## src/design/nssa_pkg.sv

```systemverilog
`default_nettype none
// ----------------------------------------------------------------------------
// nssa_pkg
// Types and constants shared by the nearest-scale span addresser.
// ----------------------------------------------------------------------------
package nssa_pkg;

	localparam int SPAN_W   = 16;  // span_x, span_y, origin_x, origin_y
	localparam int LEN_IN_W = 7;   // span_length
	localparam int CROP_W   = 12;
	localparam int SIZE_W   = 13;  // dest_w, dest_h, src_w, src_h
	localparam int COORD_W  = 12;  // source_col, source_row
	localparam int IDX_W    = 3;
	localparam int WDATA_W  = 16;

	localparam int OPA_W     = SIZE_W + 1;        // pos + crop
	localparam int PROD_W    = OPA_W + SIZE_W;    // (pos + crop) * ssize
	localparam int DIV_STEPS = PROD_W - OPA_W;    // quotient bits below the range check
	localparam int STEP_W    = $clog2(DIV_STEPS);

	localparam logic [IDX_W-1:0] REG_ORIGIN_X = 3'd0;
	localparam logic [IDX_W-1:0] REG_ORIGIN_Y = 3'd1;
	localparam logic [IDX_W-1:0] REG_CROP_X   = 3'd2;
	localparam logic [IDX_W-1:0] REG_CROP_Y   = 3'd3;
	localparam logic [IDX_W-1:0] REG_DEST_W   = 3'd4;
	localparam logic [IDX_W-1:0] REG_DEST_H   = 3'd5;
	localparam logic [IDX_W-1:0] REG_SRC_W    = 3'd6;
	localparam logic [IDX_W-1:0] REG_SRC_H    = 3'd7;

	typedef struct packed {
		logic signed [SPAN_W-1:0] origin_x;
		logic signed [SPAN_W-1:0] origin_y;
		logic [CROP_W-1:0]        crop_x;
		logic [CROP_W-1:0]        crop_y;
		logic [SIZE_W-1:0]        dest_w;
		logic [SIZE_W-1:0]        dest_h;
		logic [SIZE_W-1:0]        src_w;
		logic [SIZE_W-1:0]        src_h;
	} cfg_t;

	typedef struct packed {
		logic              start;
		logic [SIZE_W-1:0] pos;
		logic [CROP_W-1:0] crop;
		logic [SIZE_W-1:0] ssize;
		logic [SIZE_W-1:0] dsize;
	} map_req_t;

	typedef struct packed {
		logic               done;
		logic [COORD_W-1:0] coord;
	} map_rsp_t;

	typedef enum logic [2:0] {
		MAP_IDLE,
		MAP_MUL,
		MAP_INIT,
		MAP_STEP,
		MAP_DONE
	} map_state_t;

	typedef enum logic [2:0] {
		SEQ_IDLE,
		SEQ_ROW,
		SEQ_ROW_WAIT,
		SEQ_PIX,
		SEQ_COL_WAIT,
		SEQ_EMIT
	} seq_state_t;

endpackage
`default_nettype wire

```

## src/design/nssa_span_if.sv

```systemverilog
`default_nettype none
// ----------------------------------------------------------------------------
// nssa_span_if
// Span request channel: valid/ready with destination x, y and length.
// ----------------------------------------------------------------------------
interface nssa_span_if;
	logic                                valid;
	logic                                ready;
	logic signed [nssa_pkg::SPAN_W-1:0]  span_x;
	logic signed [nssa_pkg::SPAN_W-1:0]  span_y;
	logic [nssa_pkg::LEN_IN_W-1:0]       span_length;

	modport source (output valid, span_x, span_y, span_length, input ready);
	modport sink   (input valid, span_x, span_y, span_length, output ready);
endinterface
`default_nettype wire

```

## src/design/nssa_pix_if.sv

```systemverilog
`default_nettype none
// ----------------------------------------------------------------------------
// nssa_pix_if
// Per-pixel result channel: valid/ready with source coordinates and flags.
// ----------------------------------------------------------------------------
interface nssa_pix_if;
	logic                           valid;
	logic                           ready;
	logic [nssa_pkg::COORD_W-1:0]   source_col;
	logic [nssa_pkg::COORD_W-1:0]   source_row;
	logic                           inside_res;
	logic                           last;

	modport source (output valid, source_col, source_row, inside_res, last, input ready);
	modport sink   (input valid, source_col, source_row, inside_res, last, output ready);
endinterface
`default_nettype wire

```

## src/design/nearest_scale_span_addresser.sv

```systemverilog
`default_nettype none
// ----------------------------------------------------------------------------
// nearest_scale_span_addresser
// Nearest-neighbor scaler span addresser: one source coordinate per pixel.
// ----------------------------------------------------------------------------
// A span request is taken only while the block is idle; it then produces
// span_length result words (saturated to MAX_SPAN, none for a zero length),
// one per destination pixel, with last set on the final one. All mapping runs
// through one shared multiply/divide unit: each mapped coordinate goes through
// a multiply, a range check, 13 restoring-division steps and a result state.
// Pixels outside the scaled image skip the unit, and the source row is mapped
// once per span, only when the span's row lies inside the image.
// The final result word sits in an output register, so the next request can
// be accepted while it waits to be taken.
// ----------------------------------------------------------------------------
module nearest_scale_span_addresser #(
	parameter int MAX_SPAN   = 64,
	parameter int COORD_BITS = 12
) (
	input  wire logic                          clk,
	input  wire logic                          arst_n,
	nssa_span_if.sink                          span,
	nssa_pix_if.source                         pix,
	input  wire logic                          wr_en,
	input  wire logic [nssa_pkg::IDX_W-1:0]    wr_index,
	input  wire logic [nssa_pkg::WDATA_W-1:0]  wr_data
);

	localparam int LEN_W = $clog2(MAX_SPAN + 1);
	localparam int SW    = nssa_pkg::SPAN_W;
	localparam int ZW    = nssa_pkg::SIZE_W;
	localparam int CW    = nssa_pkg::COORD_W;

	nssa_pkg::cfg_t     cfg;
	nssa_pkg::map_req_t req;
	nssa_pkg::map_rsp_t rsp;

	nssa_pkg::seq_state_t state_q, state_d;

	logic [SW:0]       x_q;        // span_x - origin_x
	logic [ZW-1:0]     row_pos_q;
	logic              row_in_q;
	logic [LEN_W-1:0]  len_q;
	logic [LEN_W-1:0]  k_q;
	logic [CW-1:0]     srow_q;
	logic [CW-1:0]     cur_col_q;
	logic              cur_in_q;

	logic              out_valid_q;
	logic [CW-1:0]     out_col_q;
	logic [CW-1:0]     out_row_q;
	logic              out_in_q;
	logic              out_last_q;

	logic [SW:0]       row;
	logic              row_in;
	logic [LEN_W-1:0]  len_sat;
	logic [SW+1:0]     col;
	logic              col_in;
	logic              accept;
	logic              slot_free;
	logic              is_last;
	logic              load_out;

	nssa_cfg_regs u_cfg (
		.clk      (clk),
		.arst_n   (arst_n),
		.wr_en    (wr_en),
		.wr_index (wr_index),
		.wr_data  (wr_data),
		.cfg      (cfg)
	);

	nssa_map_unit #(
		.COORD_BITS (COORD_BITS)
	) u_map (
		.clk    (clk),
		.arst_n (arst_n),
		.req    (req),
		.rsp    (rsp)
	);

	always_comb begin
		row     = {span.span_y[SW-1], span.span_y} - {cfg.origin_y[SW-1], cfg.origin_y};
		row_in  = !row[SW] && (row < (SW+1)'(cfg.dest_h));
		len_sat = (span.span_length > nssa_pkg::LEN_IN_W'(MAX_SPAN)) ?
		          LEN_W'(MAX_SPAN) : LEN_W'(span.span_length);
		col     = {x_q[SW], x_q} + (SW+2)'(k_q);
		col_in  = row_in_q && !col[SW+1] && (col < (SW+2)'(cfg.dest_w));
		accept  = span.valid && span.ready;
		slot_free = !out_valid_q || pix.ready;
		is_last   = k_q == len_q - LEN_W'(1);
	end

	always_ff @(posedge clk or negedge arst_n) begin
		if (!arst_n) begin
			state_q <= nssa_pkg::SEQ_IDLE;
		end else begin
			state_q <= state_d;
		end
	end

	always_comb begin
		state_d    = state_q;
		span.ready = 1'b0;
		load_out   = 1'b0;
		req.start  = 1'b0;
		req.pos    = col[ZW-1:0];
		req.crop   = cfg.crop_x;
		req.ssize  = cfg.src_w;
		req.dsize  = cfg.dest_w;
		case (state_q)
			nssa_pkg::SEQ_IDLE: begin
				span.ready = 1'b1;
				if (span.valid) begin
					if (len_sat == '0) state_d = nssa_pkg::SEQ_IDLE;
					else if (row_in)   state_d = nssa_pkg::SEQ_ROW;
					else               state_d = nssa_pkg::SEQ_PIX;
				end
			end
			nssa_pkg::SEQ_ROW: begin
				req.start = 1'b1;
				req.pos   = row_pos_q;
				req.crop  = cfg.crop_y;
				req.ssize = cfg.src_h;
				req.dsize = cfg.dest_h;
				state_d   = nssa_pkg::SEQ_ROW_WAIT;
			end
			nssa_pkg::SEQ_ROW_WAIT: begin
				if (rsp.done) state_d = nssa_pkg::SEQ_PIX;
			end
			nssa_pkg::SEQ_PIX: begin
				if (col_in) begin
					req.start = 1'b1;
					state_d   = nssa_pkg::SEQ_COL_WAIT;
				end else begin
					state_d = nssa_pkg::SEQ_EMIT;
				end
			end
			nssa_pkg::SEQ_COL_WAIT: begin
				if (rsp.done) state_d = nssa_pkg::SEQ_EMIT;
			end
			nssa_pkg::SEQ_EMIT: begin
				if (slot_free) begin
					load_out = 1'b1;
					state_d  = is_last ? nssa_pkg::SEQ_IDLE : nssa_pkg::SEQ_PIX;
				end
			end
			default: state_d = nssa_pkg::SEQ_IDLE;
		endcase
	end

	// span context and per-pixel working values
	always_ff @(posedge clk) begin
		if (accept) begin
			x_q       <= {span.span_x[SW-1], span.span_x} - {cfg.origin_x[SW-1], cfg.origin_x};
			row_pos_q <= row[ZW-1:0];
			row_in_q  <= row_in;
			len_q     <= len_sat;
			k_q       <= '0;
		end
		if (state_q == nssa_pkg::SEQ_ROW_WAIT && rsp.done) begin
			srow_q <= rsp.coord;
		end
		if (state_q == nssa_pkg::SEQ_PIX && !col_in) begin
			cur_col_q <= '0;
			cur_in_q  <= 1'b0;
		end
		if (state_q == nssa_pkg::SEQ_COL_WAIT && rsp.done) begin
			cur_col_q <= rsp.coord;
			cur_in_q  <= 1'b1;
		end
		if (load_out) begin
			k_q        <= k_q + LEN_W'(1);
			out_col_q  <= cur_col_q;
			out_row_q  <= cur_in_q ? srow_q : '0;
			out_in_q   <= cur_in_q;
			out_last_q <= is_last;
		end
	end

	// hold the output word until taken
	always_ff @(posedge clk or negedge arst_n) begin
		if (!arst_n) begin
			out_valid_q <= 1'b0;
		end else if (load_out) begin
			out_valid_q <= 1'b1;
		end else if (pix.ready) begin
			out_valid_q <= 1'b0;
		end
	end

	assign pix.valid      = out_valid_q;
	assign pix.source_col = out_col_q;
	assign pix.source_row = out_row_q;
	assign pix.inside_res = out_in_q;
	assign pix.last       = out_last_q;

endmodule
`default_nettype wire

```

## src/design/nssa_cfg_regs.sv

```systemverilog
`default_nettype none
// ----------------------------------------------------------------------------
// nssa_cfg_regs
// Configuration register bank, written through a plain indexed write port.
// ----------------------------------------------------------------------------
module nssa_cfg_regs (
	input  wire logic                          clk,
	input  wire logic                          arst_n,
	input  wire logic                          wr_en,
	input  wire logic [nssa_pkg::IDX_W-1:0]    wr_index,
	input  wire logic [nssa_pkg::WDATA_W-1:0]  wr_data,
	output nssa_pkg::cfg_t                     cfg
);

	nssa_pkg::cfg_t cfg_q;

	always_ff @(posedge clk or negedge arst_n) begin
		if (!arst_n) begin
			cfg_q.origin_x <= '0;
			cfg_q.origin_y <= '0;
			cfg_q.crop_x   <= '0;
			cfg_q.crop_y   <= '0;
			cfg_q.dest_w   <= nssa_pkg::SIZE_W'(1);
			cfg_q.dest_h   <= nssa_pkg::SIZE_W'(1);
			cfg_q.src_w    <= nssa_pkg::SIZE_W'(1);
			cfg_q.src_h    <= nssa_pkg::SIZE_W'(1);
		end else if (wr_en) begin
			case (wr_index)
				nssa_pkg::REG_ORIGIN_X: cfg_q.origin_x <= $signed(wr_data);
				nssa_pkg::REG_ORIGIN_Y: cfg_q.origin_y <= $signed(wr_data);
				nssa_pkg::REG_CROP_X:   cfg_q.crop_x   <= wr_data[nssa_pkg::CROP_W-1:0];
				nssa_pkg::REG_CROP_Y:   cfg_q.crop_y   <= wr_data[nssa_pkg::CROP_W-1:0];
				nssa_pkg::REG_DEST_W:   cfg_q.dest_w   <= wr_data[nssa_pkg::SIZE_W-1:0];
				nssa_pkg::REG_DEST_H:   cfg_q.dest_h   <= wr_data[nssa_pkg::SIZE_W-1:0];
				nssa_pkg::REG_SRC_W:    cfg_q.src_w    <= wr_data[nssa_pkg::SIZE_W-1:0];
				nssa_pkg::REG_SRC_H:    cfg_q.src_h    <= wr_data[nssa_pkg::SIZE_W-1:0];
				default: ;
			endcase
		end
	end

	assign cfg = cfg_q;

endmodule
`default_nettype wire

```

## src/design/nssa_map_unit.sv

```systemverilog
`default_nettype none
// ----------------------------------------------------------------------------
// nssa_map_unit
// Shared coordinate mapper: ((pos + crop) * ssize) / dsize, clamped to the
// source edge. One multiply, a range check, then restoring division steps.
// ----------------------------------------------------------------------------
module nssa_map_unit #(
	parameter int COORD_BITS = 12
) (
	input  wire logic           clk,
	input  wire logic           arst_n,
	input  nssa_pkg::map_req_t  req,
	output nssa_pkg::map_rsp_t  rsp
);

	localparam int SW = nssa_pkg::SIZE_W;
	localparam int CW = nssa_pkg::COORD_W;
	localparam int LIM_W = 17;
	localparam logic [LIM_W-1:0] CMAX = LIM_W'((1 << COORD_BITS) - 1);

	nssa_pkg::map_state_t state_q, state_d;

	logic [nssa_pkg::STEP_W-1:0] step_q;
	logic [nssa_pkg::OPA_W-1:0]  opa_q;
	logic [SW-1:0]               ssize_q;
	logic [SW-1:0]               dsize_q;
	logic [nssa_pkg::PROD_W-1:0] prod_q;
	logic [SW-1:0]               rem_q;
	logic [SW-1:0]               quo_q;
	logic                        ovf_q;

	logic [SW:0]   hi;
	logic [SW:0]   trial;
	logic [SW:0]   diff;
	logic          fits;
	logic [SW-1:0] lim;
	logic [SW-1:0] v_edge;
	logic [SW-1:0] v_cmax;
	logic          last_step;

	always_comb begin
		hi    = prod_q[nssa_pkg::PROD_W-1:nssa_pkg::DIV_STEPS];
		trial = {rem_q, quo_q[SW-1]};
		diff  = trial - {1'b0, dsize_q};
		fits  = trial >= {1'b0, dsize_q};
		lim   = ssize_q - SW'(1);
		// clamp to the source edge, then to the coordinate range
		v_edge = (ovf_q || (quo_q > lim)) ? lim : quo_q;
		v_cmax = ({{(LIM_W-SW){1'b0}}, v_edge} > CMAX) ? CMAX[SW-1:0] : v_edge;
		last_step = step_q == nssa_pkg::STEP_W'(nssa_pkg::DIV_STEPS - 1);
	end

	always_ff @(posedge clk or negedge arst_n) begin
		if (!arst_n) begin
			state_q <= nssa_pkg::MAP_IDLE;
		end else begin
			state_q <= state_d;
		end
	end

	always_comb begin
		state_d  = state_q;
		rsp.done = 1'b0;
		case (state_q)
			nssa_pkg::MAP_IDLE: begin
				if (req.start) state_d = nssa_pkg::MAP_MUL;
			end
			nssa_pkg::MAP_MUL:  state_d = nssa_pkg::MAP_INIT;
			nssa_pkg::MAP_INIT: state_d = nssa_pkg::MAP_STEP;
			nssa_pkg::MAP_STEP: begin
				if (last_step) state_d = nssa_pkg::MAP_DONE;
			end
			nssa_pkg::MAP_DONE: begin
				rsp.done = 1'b1;
				state_d  = nssa_pkg::MAP_IDLE;
			end
			default: state_d = nssa_pkg::MAP_IDLE;
		endcase
	end

	assign rsp.coord = (ssize_q == '0) ? '0 : v_cmax[CW-1:0];

	always_ff @(posedge clk) begin
		case (state_q)
			nssa_pkg::MAP_IDLE: begin
				opa_q   <= nssa_pkg::OPA_W'(req.pos) + nssa_pkg::OPA_W'(req.crop);
				ssize_q <= req.ssize;
				dsize_q <= req.dsize;
			end
			nssa_pkg::MAP_MUL: begin
				prod_q <= nssa_pkg::PROD_W'(opa_q) * nssa_pkg::PROD_W'(ssize_q);
			end
			nssa_pkg::MAP_INIT: begin
				// a quotient past the low bits is beyond every source edge
				ovf_q  <= hi >= {1'b0, dsize_q};
				rem_q  <= hi[SW-1:0];
				quo_q  <= prod_q[nssa_pkg::DIV_STEPS-1:0];
				step_q <= '0;
			end
			nssa_pkg::MAP_STEP: begin
				rem_q  <= fits ? diff[SW-1:0] : trial[SW-1:0];
				quo_q  <= {quo_q[SW-2:0], fits};
				step_q <= step_q + nssa_pkg::STEP_W'(1);
			end
			default: ;
		endcase
	end

endmodule
`default_nettype wire

```

## src/flat_wrapper.sv

```systemverilog
// flat-port wrapper written by rule: the top's interface ports become plain ports
module nearest_scale_span_addresser_flat 
#(
	parameter int MAX_SPAN   = 64,
	parameter int COORD_BITS = 12
)
  (clk, arst_n, wr_en, wr_index, wr_data, span_valid, span_span_x, span_span_y, span_span_length, span_ready, pix_valid, pix_source_col, pix_source_row, pix_inside_res, pix_last, pix_ready);
  nssa_span_if span_i ();
  nssa_pix_if pix_i ();
  input  wire logic clk;
  input  wire logic arst_n;
  input  wire logic wr_en;
  input  wire logic [nssa_pkg::IDX_W-1:0] wr_index;
  input  wire logic [nssa_pkg::WDATA_W-1:0] wr_data;
  input wire logic [$bits(span_i.valid)-1:0] span_valid;
  input wire logic [$bits(span_i.span_x)-1:0] span_span_x;
  input wire logic [$bits(span_i.span_y)-1:0] span_span_y;
  input wire logic [$bits(span_i.span_length)-1:0] span_span_length;
  output wire logic [$bits(span_i.ready)-1:0] span_ready;
  output wire logic [$bits(pix_i.valid)-1:0] pix_valid;
  output wire logic [$bits(pix_i.source_col)-1:0] pix_source_col;
  output wire logic [$bits(pix_i.source_row)-1:0] pix_source_row;
  output wire logic [$bits(pix_i.inside_res)-1:0] pix_inside_res;
  output wire logic [$bits(pix_i.last)-1:0] pix_last;
  input wire logic [$bits(pix_i.ready)-1:0] pix_ready;
  assign span_i.valid = span_valid;
  assign span_i.span_x = span_span_x;
  assign span_i.span_y = span_span_y;
  assign span_i.span_length = span_span_length;
  assign span_ready = span_i.ready;
  assign pix_valid = pix_i.valid;
  assign pix_source_col = pix_i.source_col;
  assign pix_source_row = pix_i.source_row;
  assign pix_inside_res = pix_i.inside_res;
  assign pix_last = pix_i.last;
  assign pix_i.ready = pix_ready;
  nearest_scale_span_addresser #(.MAX_SPAN(MAX_SPAN), .COORD_BITS(COORD_BITS)) u_core (.clk(clk), .arst_n(arst_n), .span(span_i), .pix(pix_i), .wr_en(wr_en), .wr_index(wr_index), .wr_data(wr_data));
endmodule
```

## config.mk

```make
export PLATFORM = sky130hd
export DESIGN_NAME = nearest_scale_span_addresser_flat
export DESIGN_NICKNAME = d
export VERILOG_FILES = /design/src/design/nssa_pkg.sv /design/src/design/nssa_span_if.sv /design/src/design/nssa_pix_if.sv /design/src/design/nearest_scale_span_addresser.sv /design/src/design/nssa_cfg_regs.sv /design/src/design/nssa_map_unit.sv /design/src/flat_wrapper.sv
export SDC_FILE = /design/constraint.sdc
export NUM_CORES = 1
export LEC_CHECK = 0
export BUFFER_PORTS_ARGS = -buffer_cell sky130_fd_sc_hd__buf_4
export CAP_MARGIN = 20
export CORE_MARGIN = 1
export CORE_UTILIZATION = 65
export CTS_CLUSTER_SIZE = 16
export DETAILED_ROUTE_END_ITERATION = 10
export HOLD_SLACK_MARGIN = 0.08
export MAX_ROUTING_LAYER = met4
export PLACE_DENSITY = 0.87
export SETUP_SLACK_MARGIN = 0.4
export SKIP_LAST_GASP = 1
export SYNTH_ARGS = -nofsm -noshare
export SYNTH_HDL_FRONTEND = slang
export SYNTH_HIERARCHICAL = 1
export SYNTH_SLANG_ARGS = --single-unit
```

## constraint.sdc

```tcl
create_clock -name clk -period 8.3 [get_ports clk]
set_input_delay 1.66 -clock clk [delete_from_list [all_inputs] [get_ports clk]]
set_output_delay 1.66 -clock clk [all_outputs]
set_load 0.05 [all_outputs]
```

# Word-level counts from Yosys, hierarchy flattened
# Cells that the tools add are included.
dict set report word_totals {
  reg_bits 309
  inputBits 63
  output_inout_bits 28
  word_cells 137
}
dict set report op_classes {
  n_addsub 9
  n_mul 1
  order_cmp 7
  eq_ne 24
  mux 33
  n_reduce_logical 32
}
# cell count
set ops {}
lappend ops {{one-hot mux 13 bit (2 select lines)} 2}
lappend ops {{two-way mux 51 bit} 1}
lappend ops {{two-way mux 12 bit} 4}
lappend ops {{subtractor 16 x 16 -> 17 bit} 2}
lappend ops {{greater-or-equal comparator 14 x 13 -> 1 bit} 2}
lappend ops {{multiplier 14 x 13 -> 27 bit} 1}
lappend ops {{two-way mux 13 bit} 2}
lappend ops {{equality test 3 bit (second input constant)} 7}
lappend ops {{two-way mux 3 bit} 7}
lappend ops {{two-way mux 7 bit} 3}
lappend ops {{adder 17 x 8 -> 18 bit} 1}
lappend ops {{equality test 3 x 2 -> 1 bit (second input constant)} 6}
lappend ops {{< comparator 18 x 13 -> 1 bit} 1}
lappend ops {{one-hot mux 3 bit (6 select lines)} 1}
lappend ops {{AND reduction 2 bit} 9}
lappend ops {{< comparator 17 x 13 -> 1 bit} 1}
lappend ops {{adder 13 x 12 -> 14 bit} 1}
lappend ops {{greater-than comparator 13 x 12 -> 1 bit (second input constant)} 1}
lappend ops {{greater-than comparator 13 bit} 1}
lappend ops {{zero test 13 bit} 1}
lappend ops {{subtractor 13 x 1 -> 13 bit (second input constant)} 1}
lappend ops {{subtractor 13 bit} 1}
lappend ops {{one-hot mux 3 bit (4 select lines)} 1}
lappend ops {{equality test 3 x 1 -> 1 bit (second input constant)} 3}
lappend ops {{other kinds (19)} 46}

# Logic depth before layout (Yosys ltp)
# Gate-level depths: netlist (run 1).
dict set report logic_depth {
  depth_word 8
  ltp_mapped 24
  depth_no_buf 21
}

# Hierarchy
# The synthesis (run 1) kept the hierarchy.
# module instances cells_each area_each_um2 seq_area_each_um2
set by_module_without_submodules {}
lappend by_module_without_submodules {nssa_map_unit 1 1217 11671.2 3017.9}
lappend by_module_without_submodules {nearest_scale_span_addresser 1 728 6856.6 2972.9}
lappend by_module_without_submodules {nssa_cfg_regs 1 235 4179.0 2707.6}

# Worst setup path after synthesis (run 1)
# Ideal clock, no wire load.
dict set report synth_path {
  path_type {register -> register}
  start {register u_core.u_map.ssize_q[9]}
  end {register u_core/u_map/prod_q[25] in the netlist's numbering (data pin)}
  setup_time_ns 0.258
  t_arrival_ns 5.344
  required_ns 8.042
  slack_ns 2.698
  stages_incl_launch_ff 23
  n_path_buf 3
  synth_period_minus_slack_ns 5.602
  path_cell_list {edfxtp_1 clkbuf_1 clkbuf_1 nand2_1 fa_1 fa_1 fa_1 inv_1 fa_1 inv_1 fa_1 inv_1 ha_1 clkbuf_1 nand3_1 a2bb2oi_1 o211ai_1 a41oi_1 nor4b_1 nor3_1 o21bai_1 a21oi_1 xnor2_1}
}
dict set report synth_via {
  elab_chain_cells 1
}
# item line_no
set synth_lines {}
lappend synth_lines {{start, declared} nssa_map_unit.sv:25} ;# logic [SW-1:0] ssize_q;
lappend synth_lines {{start signal, assigned} nssa_map_unit.sv:87} ;# ssize_q <= req.ssize;
lappend synth_lines {{multiplier 14 x 13 -> 27 bit} nssa_map_unit.sv:91} ;# prod_q <= nssa_pkg::PROD_W'(opa_q) * nssa_pkg::PROD_W'(ssize_q);
lappend synth_lines {{end signal, assigned} nssa_map_unit.sv:91}
lappend synth_lines {{end, declared} nssa_map_unit.sv:27} ;# logic [nssa_pkg::PROD_W-1:0] prod_q;
# No other way between the ends.
# A chain may end at the register's enable or synchronous reset.

# Worst setup path in the final report (run 1)
dict set report layout_path {
  start {register u_core.u_map.ssize_q[3]}
  end {register u_core/u_map/prod_q[25] in the netlist's numbering (data pin)}
}
# The elaborated chain is that of the path after synthesis.

==> flow_summary_export.csv, run 1 <==
group,metric,value,unit
floorplan,chipHeight,188.9,um
setup_path,path_class,"reg2reg",
floorplan,core_area,0.03446,mm^2
placed_design,post-place-cells,2660,
synthesis,ys_types,85,
finish,nNetsFinal,2632,
sta,hold_violations,0,
placed_design,place_congestion,0.9291,
global_route,antenna_found_initial,1,
drt,vias,16310,
finish,layout.cells.non_filler,2722,
min_path,hp-class,"reg2reg",
drt,route.antenna.remaining_nets,0,
floorplan,start_util,0.6590,
clock_network,htree_levels,2,
clock_network,clock-root-buffer,"clkbuf_16",
clock_network,clk_pin_slew,60,ps
sta,drv_slew,0,
global_route,grt_pass1_wl,86.50,mm
setup_path,cp_data_required_time,8550,ps
setup_path,r2r_slack,1930,ps
finish,fillers,2397,
setup_path,arrival,6620,ps
global_route,grtUsageTotal,0.3217,
clock_network,cts_resized,0,
setup_path,crit_end,"u_core/u_map/prod_q[25]",
drt,avgRoutedWirePerCell,19.78,um
status,status,"finished, final reports clean",
finish,seq_area,0.008698,mm^2
sta,skew,28.72,ps
synthesis,yosysSeqAreaShare,0.3831,
synthesis,yosysWarnings,6,
floorplan,die-area,0.03569,mm^2
setup_path,critical_path.max_fanout,16,
setup_path,reg2reg_depth,20,
floorplan,num_rows,68,
setup_path,startpoint_type,"flop",
sta,slew_headroom,0.3011,
clock_network,insertion_delay,520,ps
sta,final.period_utilization,0.7680,
finish,syn2layout_area_growth,9.136,%
clock_network,clock_sinks,309,
synthesis,synth-main-ff-cell,"edfxtp_1",
synthesis,synth_edf_count,193,
synthesis,avgSynthCellArea,10.42,um^2
setup_path,r2r_end,"u_core/u_map/prod_q[25]",
clock_network,cts_buffers,34,
min_path,hold_depth,0,
clock_network,cts_tree,"built",
clock_network,hold_buffers,0,
global_route,grt_pass1_vias,16920,
sta,setup_viol_count_final,0,
drt,drt_iter0_markers,1214,
setup_path,timing.rr.start,"u_core/u_map/ssize_q[3]",
drt,wl,53.83,mm
finish,final_layout_size_suffix_gt1_frac,0.1289,
drt,drc_errors,0,
drt,via_per_inst,5.990,
sta,period_needed,6374,ps
synthesis,async_reset_ff_frac,0.3722,
sta,finalHoldWorstSlack,416.5,ps
drt,first_pass_iters,5,
sta,worstMarginPinSlew,1045,ps
placed_design,hpwl,40.55,mm
sta,rsz0062_at_grt,"no",
clock_network,cts_buffer_depth,3,
placed_design,port_buffers,90,
floorplan,ioPinCount,91,
floorplan,die_width,188.9,um
global_route,overflow,0,
synthesis,syn-num-nets,2571,
setup_path,crit_start,"u_core/u_map/ssize_q[3]",
global_route,grt_max_degree,75,
synthesis,ys_ff_latch,309,
synthesis,syn_inst,2180,
sta,finalSetupTns,0,ps
job,cap_violations,0,
sta,max_freq,0.1569,GHz
finish,multiInputGateArea,0.01257,mm^2
setup_path,endpoint_kind,"flop",
clock_network,postCtsSetupBuffers,0,
synthesis,synthesis.area,0.02271,mm^2
==> placed cells by master (no fill, tap or decap), drive strengths merged, types with 8 or more instances in the layout <==
master | Yosys | final
inv | 298 | 298
nand2 | 293 | 293
edfxtp | 193 | 193
ha | 191 | 191
fa | 137 | 137
and2 | 119 | 119
mux2 | 114 | 114
dfrtp | 111 | 111
buf | 17 | 101
nor2 | 87 | 87
a21oi | 75 | 75
xnor2 | 71 | 71
o21ai | 67 | 67
clkbuf | 59 | 52
nor2b | 38 | 38
nor3 | 31 | 31
xor2 | 25 | 25
nand3 | 23 | 23
a21o | 23 | 23
o21a | 21 | 21
nand2b | 19 | 19
nand4 | 14 | 14
a31oi | 11 | 11
mux2i | 10 | 10
or3 | 9 | 9
and3 | 9 | 9
clkinv | 0 | 8
==> worst max-delay path, stage by stage, from the launching register on <==
cell and delay [ps]:
edfxtp_1 630, and2_1 270, fa_1 540, inv_1 60, fa_1 530, inv_1 50
fa_1 500, inv_1 50, fa_1 460, fa_1 550, inv_1 80, ha_1 370
a21oi_1 310, a2bb2oi_1 240, o211ai_1 170, a41oi_1 500, nor4b_1 160, nor3_1 240
o21bai_1 120, a21oi_1 200, xnor2_1 90
==> state kept, by name, indices dropped and copies added, names as in the netlist, 4 cells and up <==
signal,cells
u_core/cur_col_q,12
u_core/k_q,7
u_core/len_q,7
u_core/pix.source_col,12
u_core/pix.source_row,12
u_core/row_pos_q,13
u_core/srow_q,12
u_core/u_cfg/cfg,108
u_core/u_map/dsize_q,13
u_core/u_map/opa_q,14
u_core/u_map/prod_q,27
u_core/u_map/quo_q,13
u_core/u_map/rem_q,13
u_core/u_map/ssize_q,13
u_core/u_map/step_q,4
u_core/x_q,17
==> through the flow <==
step | worst slack [ps] | util | instance area [um^2]
floorplan | 2699 | - | 22710
global placement | 2300 | 0.6879 | 23700
detailed placement | 2089 | 0.6885 | 23720
CTS | 2043 | 0.7191 | 24780
global route | 1754 | 0.7192 | 24780
finish | 1926 | 0.7192 | 24780
==> cells by family after synthesis <==
group | Yosys count | share of synthesized area
DFF | 309 | 0.3831
adders and majority gates | 328 | 0.2260
and+or+nand+nor | 674 | 0.1454
AOI/OAI and AO/OA | 275 | 0.07985
buffers and inverters | 374 | 0.06441
muxes | 124 | 0.06425
xor gates and xnor gates | 96 | 0.03703
==> cell type report <==
class / count / share of cell area
Multi-Input combinational cell: 1497 / 0.5071
Clock inverter: 9 / 0.003837
Antenna cell: 1 / 0.0001010
Timing Repair Buffer: 101 / 0.03110
Sequential cell: 309 / 0.3510
Inverter: 298 / 0.04514
Clock buffer: 52 / 0.03873
Tap cell: 455 / 0.02297
==> cell usage after synthesis (6+ instances only) <==
cell	n	share of area
buf_2	11	0.0024
o2bb2ai_1	7	0.0027
o21ai_1	6	0.0013
a31oi_1	10	0.0028
dfrtp_1	111	0.12
xnor2_1	71	0.027
fa_1	137	0.12
o21bai_1	7	0.0023
nor3_1	30	0.0066
a21oi_1	75	0.017
a21o_1	23	0.0076
and2_1	118	0.033
and3_1	9	0.0025
clkbuf_1	59	0.0098
mux2i_1	10	0.0044
nand2_1	292	0.048
nor4_1	7	0.0019
o21a_1	20	0.0066
edfxtp_1	193	0.26
or3_1	9	0.0025
inv_1	298	0.049
nand4_1	14	0.0039
nand2b_1	19	0.0052
xor2_1	25	0.0096
nor2_1	85	0.014
ha_1	191	0.11
nor2b_1	38	0.010
mux2_4	20	0.013
mux2_2	94	0.047
nand3_1	23	0.0051
o21ai_0	61	0.013
==> how the worst min path moves through the flow <==
| stage | from | end | slack, ps |
|---|---|---|---|
| after CTS | u_core/cur_col_q[5] | u_core/pix.source_col[5] | 420 |
| after global routing | u_core/cur_col_q[5] | u_core/pix.source_col[5] | 430 |
| after detailed placement | u_core/cur_col_q[5] | u_core/pix.source_col[5] | 400 |
| final | u_core/cur_col_q[11] | u_core/pix.source_col[11] | 420 |
| after global placement | u_core/cur_col_q[4] | u_core/pix.source_col[4] | 400 |
| after floorplan | u_core/cur_col_q[0] | u_core/pix.source_col[0] | 400 |
==> layer usage <==
| metal | track usage | vias up | wire (um) |
|---|---|---|---|
| li1 | - | 7433 | - |
| met1 | 0.3592 | 7971 | 19770 |
| met2 | 0.5376 | 661 | 26580 |
| met3 | 0.04152 | 240 | 3183 |
| met4 | 0.2252 | 0 | 4293 |
| met5 | - | - | 0 |
Power of run 1 is left out: the tool's default activity adds up to more than one toggle a clock period on the data nets, which glitch-free logic cannot reach.
==> run 2, diff against run 1 <==
--- a/config.mk
+++ b/config.mk
@@ -8,12 +8,12 @@
 export BUFFER_PORTS_ARGS = -buffer_cell sky130_fd_sc_hd__buf_4
 export CAP_MARGIN = 20
 export CORE_MARGIN = 1
-export CORE_UTILIZATION = 65
+export CORE_UTILIZATION = 64
 export CTS_CLUSTER_SIZE = 16
 export DETAILED_ROUTE_END_ITERATION = 10
 export HOLD_SLACK_MARGIN = 0.08
 export MAX_ROUTING_LAYER = met4
-export PLACE_DENSITY = 0.87
+export PLACE_DENSITY = 0.86
 export SETUP_SLACK_MARGIN = 0.4
 export SKIP_LAST_GASP = 1
 export SYNTH_ARGS = -nofsm -noshare
==> constraint.sdc (replaced) <==
create_clock -name clk -period 6.3 [get_ports clk]
set_input_delay 1.26 -clock clk [delete_from_list [all_inputs] [get_ports clk]]
set_output_delay 1.26 -clock clk [all_outputs]
set_load 0.05 [all_outputs]
==> run 2 against run 1 <==
Sequential share of layout area shrank 1.0 points. Setup slack lost 1400 ps. Non-clock buffer count grew 66. Routed wire length grew 4.7%. Highest routed layer unchanged. Global-route usage grew 0.86 points. Maximum frequency grew 11%. Final cell count grew 2.5%. First-iteration DRC count shrank 1.3%.
==> flow_summary_export.csv, run 2 (synthesis gave the netlist of run 1 again) <==
group,metric,value,unit
sta,worstMarginPinSlew,1017,ps
global_route,grt_pass1_vias,17180,
placed_design,dpl-instance-area,0.02379,mm^2
drt,route.antenna.remaining_nets,0,
setup_path,critical_path.max_fanout,6,
clock_network,cts_buffers,35,
finish,n_antenna_cell,0,
min_path,worstHoldStart,"u_core/cur_col_q[9]",
min_path,hp-class,"reg2reg",
clock_network,clk_pin_slew,60,ps
sta,max_freq,0.1744,GHz
finish,largest_reg_flops,108,
setup_path,cp_data_required_time,6580,ps
placed_design,place_congestion,0.9724,
setup_path,crit_start,"u_core/u_map/opa_q[10]",
clock_network,htree_levels,2,
finish,syn2layout_area_growth,12.43,%
global_route,antenna_found_initial,0,
setup_path,path_class,"reg2reg",
global_route,grt_max_degree,70,
job,cap_violations,0,
clock_network,cts_buffer_depth,3,
sta,period_needed,5732,ps
floorplan,ioPinCount,91,
drt,drc_errors,0,
floorplan,start_util,0.6541,
finish,final_common_cell,"inv_1",
sta,setup_viol_count_final,0,
floorplan,chipHeight,190.4,um
clock_network,insertion_delay,550,ps
finish,final_cell_mix,"inv_1, nand2_1, edfxtp_1, ha_1, buf_4",
drt,vias,16580,
drt,via_per_inst,5.942,
global_route,overflow,0,
global_route,grtUsageTotal,0.3303,
setup_path,startpoint_type,"flop",
setup_path,timing.rr.start,"u_core/u_map/opa_q[10]",
drt,first_pass_iters,6,
setup_path,endpoint_kind,"flop",
clock_network,clock_sinks,309,
floorplan,num_rows,68,
placed_design,port_buffers,90,
sta,drv_slew,0,
floorplan,die-area,0.03624,mm^2
sta,slew_headroom,0.3196,
finish,seq_area,0.008698,mm^2
setup_path,arrival,6010,ps
sta,final.period_utilization,0.9099,
clock_network,hold_buffers,0,
finish,stdcell_area,0.02553,mm^2
floorplan,core_area,0.03471,mm^2
finish,nNetsFinal,2699,
drt,wl,56.35,mm
placed_design,hpwl,41.26,mm
sta,rsz0062_at_grt,"no",
finish,multiInputGateArea,0.01262,mm^2
drt,avgRoutedWirePerCell,20.20,um
clock_network,clock-root-buffer,"clkbuf_16",
drt,drt_iter0_markers,1198,
finish,fillers,2329,
sta,skew,24.32,ps
finish,final_layout_size_suffix_gt1_frac,0.1653,
sta,finalSetupTns,0,ps
floorplan,die_width,190.4,um
status,status,"finished, final reports clean",
sta,hold_violations,0,
global_route,grt_pass1_wl,89.12,mm
clock_network,cts_tree,"built",
run 2: layout make-up:
cell class                      instances  area share
Clock buffer                           37     0.03583
Clock inverter                         27     0.01392
Inverter                              298     0.04381
Multi-Input combinational cell       1497      0.4942
Sequential cell                       309      0.3407
Tap cell                              455     0.02230
Timing Repair Buffer                  167     0.04926
run 2: metrics by stage:
| stage | hold WS [ps] | utilization | worst slack [ps] | cells |
|---|---|---|---|---|
| 4_1_cts | 428.3 | 0.7281 | 400.4 | 2763 |
| 2_1_floorplan | 400.3 | - | 698.5 | 2180 |
| 3_3_place_gp | 402.5 | 0.6854 | 416.5 | 2671 |
| 5_1_grt | 434.4 | 0.7354 | 368.8 | 2790 |
| 6_report | 424.8 | 0.7354 | 567.7 | 2790 |
| 3_5_place_dp | 405.4 | 0.6854 | 332.9 | 2671 |
run 2: per-layer routing:
metal / up-vias / global-route usage / wire length (um) / part of all wire
met5: - / - / 0 / 0
met4: 0 / 0.2154 / 4075 / 0.072
met3: 225 / 0.05355 / 3511 / 0.062
met2: 674 / 0.5582 / 28190 / 0.50
met1: 8123 / 0.3612 / 20570 / 0.37
li1: 7557 / - / - / -
run 2: timing repair:
action,in CTS,in global routing
resized for setup,0,16
endpoints found under the hold margin,0,0
setup buffers,28,27
endpoints found under the setup margin,2,8
pin swaps,0,5
run 2: critical path: stages (launching register included):
cell and delay [ps]:
edfxtp_1 530, buf_6 200, buf_4 150, and2_1 150
fa_1 500, inv_1 50, fa_1 490, fa_1 560
inv_1 60, fa_1 540, inv_1 60, fa_1 530
inv_1 40, ha_2 360, o21ai_0 90, a31oi_1 190
o221ai_2 130, a211o_1 350, o21ai_2 170, o21ai_1 90
a21oi_1 150, a31oi_1 50
run 2: worst paths after layout:
kind                            cells past startpoint                       end  slack (ps)
worst max-delay path                               21   u_core/u_map/prod_q[26]         570
worst min-delay path                                0  u_core/pix.source_col[9]         420
worst max register to register                     21   u_core/u_map/prod_q[26]         570
worst min register to register                      0  u_core/pix.source_col[9]         420
max in group asynchronous                           2   u_core/u_map/state_q[0]        4290
min in group asynchronous                           1     u_core/u_cfg/cfg[101]         810
Power of run 2 is left out for the same reason.
==> run 3, diff against run 2 <==
--- a/config.mk
+++ b/config.mk
@@ -5,8 +5,10 @@
 export SDC_FILE = /design/constraint.sdc
 export NUM_CORES = 1
 export LEC_CHECK = 0
+export ABC_AREA = 1
 export BUFFER_PORTS_ARGS = -buffer_cell sky130_fd_sc_hd__buf_4
 export CAP_MARGIN = 20
+export CORE_ASPECT_RATIO = 1.1
 export CORE_MARGIN = 1
 export CORE_UTILIZATION = 64
 export CTS_CLUSTER_SIZE = 16
==> run 3 against run 2 <==
Synthesized area is 5.2% higher. Cell area is 2.4% higher. Final cell count is 22% higher. Sequential share of layout area is 0.80 points lower. Critical path type unchanged.
==> flow_summary_export.csv, run 3 <==
group,metric,value,unit
finish,nNetsFinal,3289,
setup_path,path_class,"reg2reg",
power_and_ir_drop,combPwrFrac,0.645,
finish,final_common_cell,"nand2_1",
synthesis,yosysSeqAreaShare,0.3642,
setup_path,r2r_slack,750,ps
setup_path,startpoint_type,"flop",
placed_design,place_congestion,0.9618,
finish,n_antenna_cell,0,
global_route,grt_pass1_vias,19470,
synthesis,async_reset_ff_frac,0.3722,
floorplan,die-area,0.03809,mm^2
placed_design,port_buffers,90,
clock_network,clock-root-buffer,"clkbuf_16",
power_and_ir_drop,swShare,0.4812,
drt,vias,19020,
global_route,grt_max_degree,66,
drt,drc_errors,0,
drt,avgRoutedWirePerCell,17.49,um
finish,final_util,0.7173,
sta,skew,15.89,ps
min_path,hp-class,"reg2reg",
sta,rsz0062_at_grt,"no",
clock_network,htree_levels,2,
sta,finalSetupTns,0,ps
placed_design,dpl-instance-area,0.02481,mm^2
finish,fillers,2662,
clock_network,cts_buffers,36,
finish,layout.cells.non_filler,3410,
synthesis,ys_ff_latch,309,
floorplan,chipHeight,204.6,um
synthesis,ys_top_cells_by_area,"edfxtp_1, nand2_1, dfrtp_1, fa_1, ha_1",
sta,worstMarginPinSlew,1094,ps
drt,route.antenna.remaining_nets,0,
placed_design,post-place-cells,3344,
job,cap_violations,0,
finish,multiInputGateArea,0.01276,mm^2
synthesis,yosysMostFrequentCell,"nand2_1",
clock_network,hold_buffers,0,
clock_network,insertion_delay,560,ps
synthesis,syn_inst,2856,
synthesis,synth-main-ff-cell,"edfxtp_1",
floorplan,die_width,186.2,um
clock_network,clock_sinks,309,
global_route,overflow,0,
global_route,grt_pass1_wl,95.89,mm
drt,first_pass_iters,8,
setup_path,arrival,5860,ps
sta,max_freq,0.1803,GHz
power_and_ir_drop,p_seq_frac,0.206,
finish,syn2layout_area_growth,9.462,%
power_and_ir_drop,cellLeakagePower,13.64,nW
sta,final.period_utilization,0.8803,
sta,drv_slew,0,
setup_path,critical_path.max_fanout,17,
power_and_ir_drop,peakVddDrop,896.1,uV
synthesis,syn-num-nets,3247,
sta,setup_viol_count_final,0,
synthesis,synth_edf_count,193,
synthesis,yosys.area.top_type,"edfxtp_1",
synthesis,yosysWarnings,6,
sta,slew_headroom,0.2682,
synthesis,avgSynthCellArea,8.362,um^2
synthesis,synthesis.area,0.02388,mm^2
clock_network,cts_buffer_depth,3,
finish,largest_reg_flops,108,
power_and_ir_drop,clockPowerShare,0.150,
global_route,antenna_found_initial,0,
status,status,"finished, final reports clean",
drt,drt_iter0_markers,1647,
synthesis,synth_top_area_frac,0.2427,
floorplan,start_util,0.6553,
clock_network,clk_pin_slew,70,ps
power_and_ir_drop,intPower,7.876,mW
finish,stdcell_area,0.02614,mm^2
placed_design,hpwl,44.62,mm
clock_network,cts_resized,0,
floorplan,num_rows,73,
power_and_ir_drop,p_per_area,580.8,mW/mm^2
floorplan,core_area,0.03644,mm^2
clock_network,postCtsSetupBuffers,0,
drt,via_per_inst,5.578,
setup_path,endpoint_kind,"flop",
finish,seq_area,0.008698,mm^2
global_route,grtUsageTotal,0.3354,
setup_path,cp_data_required_time,6620,ps
drt,wl,59.63,mm
sta,hold_violations,0,
power_and_ir_drop,switchingPower,7.307,mW
synthesis,ys_types,58,
clock_network,cts_tree,"built",
finish,final_cell_mix,"nand2_1, inv_1, edfxtp_1, ha_1, nor2_1",
sta,period_needed,5546,ps
finish,final_layout_size_suffix_gt1_frac,0.08690,
floorplan,ioPinCount,91,
synthesis,synth_common_cells,"nand2_1, inv_1, edfxtp_1, ha_1, nor2_1",
-- run 3: logic make-up (layout without fill, tap and decap cells) --
group | after synthesis | in the layout | synth area share
and+or+nand+nor | 1218 | 1218 | 0.2088
buffers and inverters | 632 | 699 | 0.1028
adders and majority gates | 328 | 328 | 0.2149
DFF | 309 | 309 | 0.3642
AOI/OAI and AO/OA | 239 | 239 | 0.05753
xor gates and xnor gates | 93 | 93 | 0.03411
muxes | 37 | 37 | 0.01760
-- run 3: final cells by class --
cell class                 count  area share
inverter                     535     0.07682
clock inverter                16     0.01067
sequential                   309      0.3327
clock buffer                  47     0.03800
multi-input combinational   1915      0.4881
tap                          487     0.02331
timing repair buffer         101     0.03039
-- run 3: through the flow --
step / worst slack (ps) / hold slack [ps] / power, mW
2_1_floorplan: 1215 / 400.3 / 10.35
3_3_place_gp: 910.9 / 404.6 / 12.69
3_5_place_dp: 814.8 / 405.4 / 12.92
4_1_cts: 796.9 / 418.4 / 15.25
5_1_grt: 474.1 / 434.6 / 16.68
6_report: 753.9 / 418.3 / 15.18
-- run 3: per-layer routing --
layer / share of wire / GRT usage
met2: 0.51 / 0.5740
met1: 0.38 / 0.3874
met5: 0 / -
met4: 0.048 / 0.1651
met3: 0.064 / 0.04320
-- run 3: final timing paths --
kind | to | start | depth (start not counted)
max in group asynchronous | u_core/u_cfg/cfg[29] | arst_n | 2
min in group asynchronous | u_core/u_cfg/cfg[8] | arst_n | 1
setup reg to reg | u_core/u_map/prod_q[19] | u_core/u_map/ssize_q[3] | 18
hold reg to reg | u_core/pix.source_col[5] | u_core/cur_col_q[5] | 0
setup / recovery | u_core/u_map/prod_q[19] | u_core/u_map/ssize_q[3] | 18
hold / removal | u_core/pix.source_col[5] | u_core/cur_col_q[5] | 0
-- run 3: worst max-delay path, stage by stage (launching register included) --
cell and delay (ps):
edfxtp_1 690, nand2_1 150, inv_1 70, fa_1 530, inv_1 60, fa_1 530
inv_1 50, fa_1 500, inv_1 50, fa_1 470, fa_1 550, inv_1 50
ha_1 340, a21oi_1 270, a21boi_1 440, o21ai_0 260, nand3_1 150, a21o_1 120
nand2_1 40
-- run 3: power by group through the flow --
stage	Clock (mW)	Sequential, mW	Combinational, mW
detailed placement	0	3.15	9.77
global route	2.37	3.14	11.2
global placement	0	3.13	9.56
CTS	2.30	3.11	9.84
floorplan	0	2.91	7.44
finish	2.28	3.12	9.79
(Power assumes the default switching activity.)
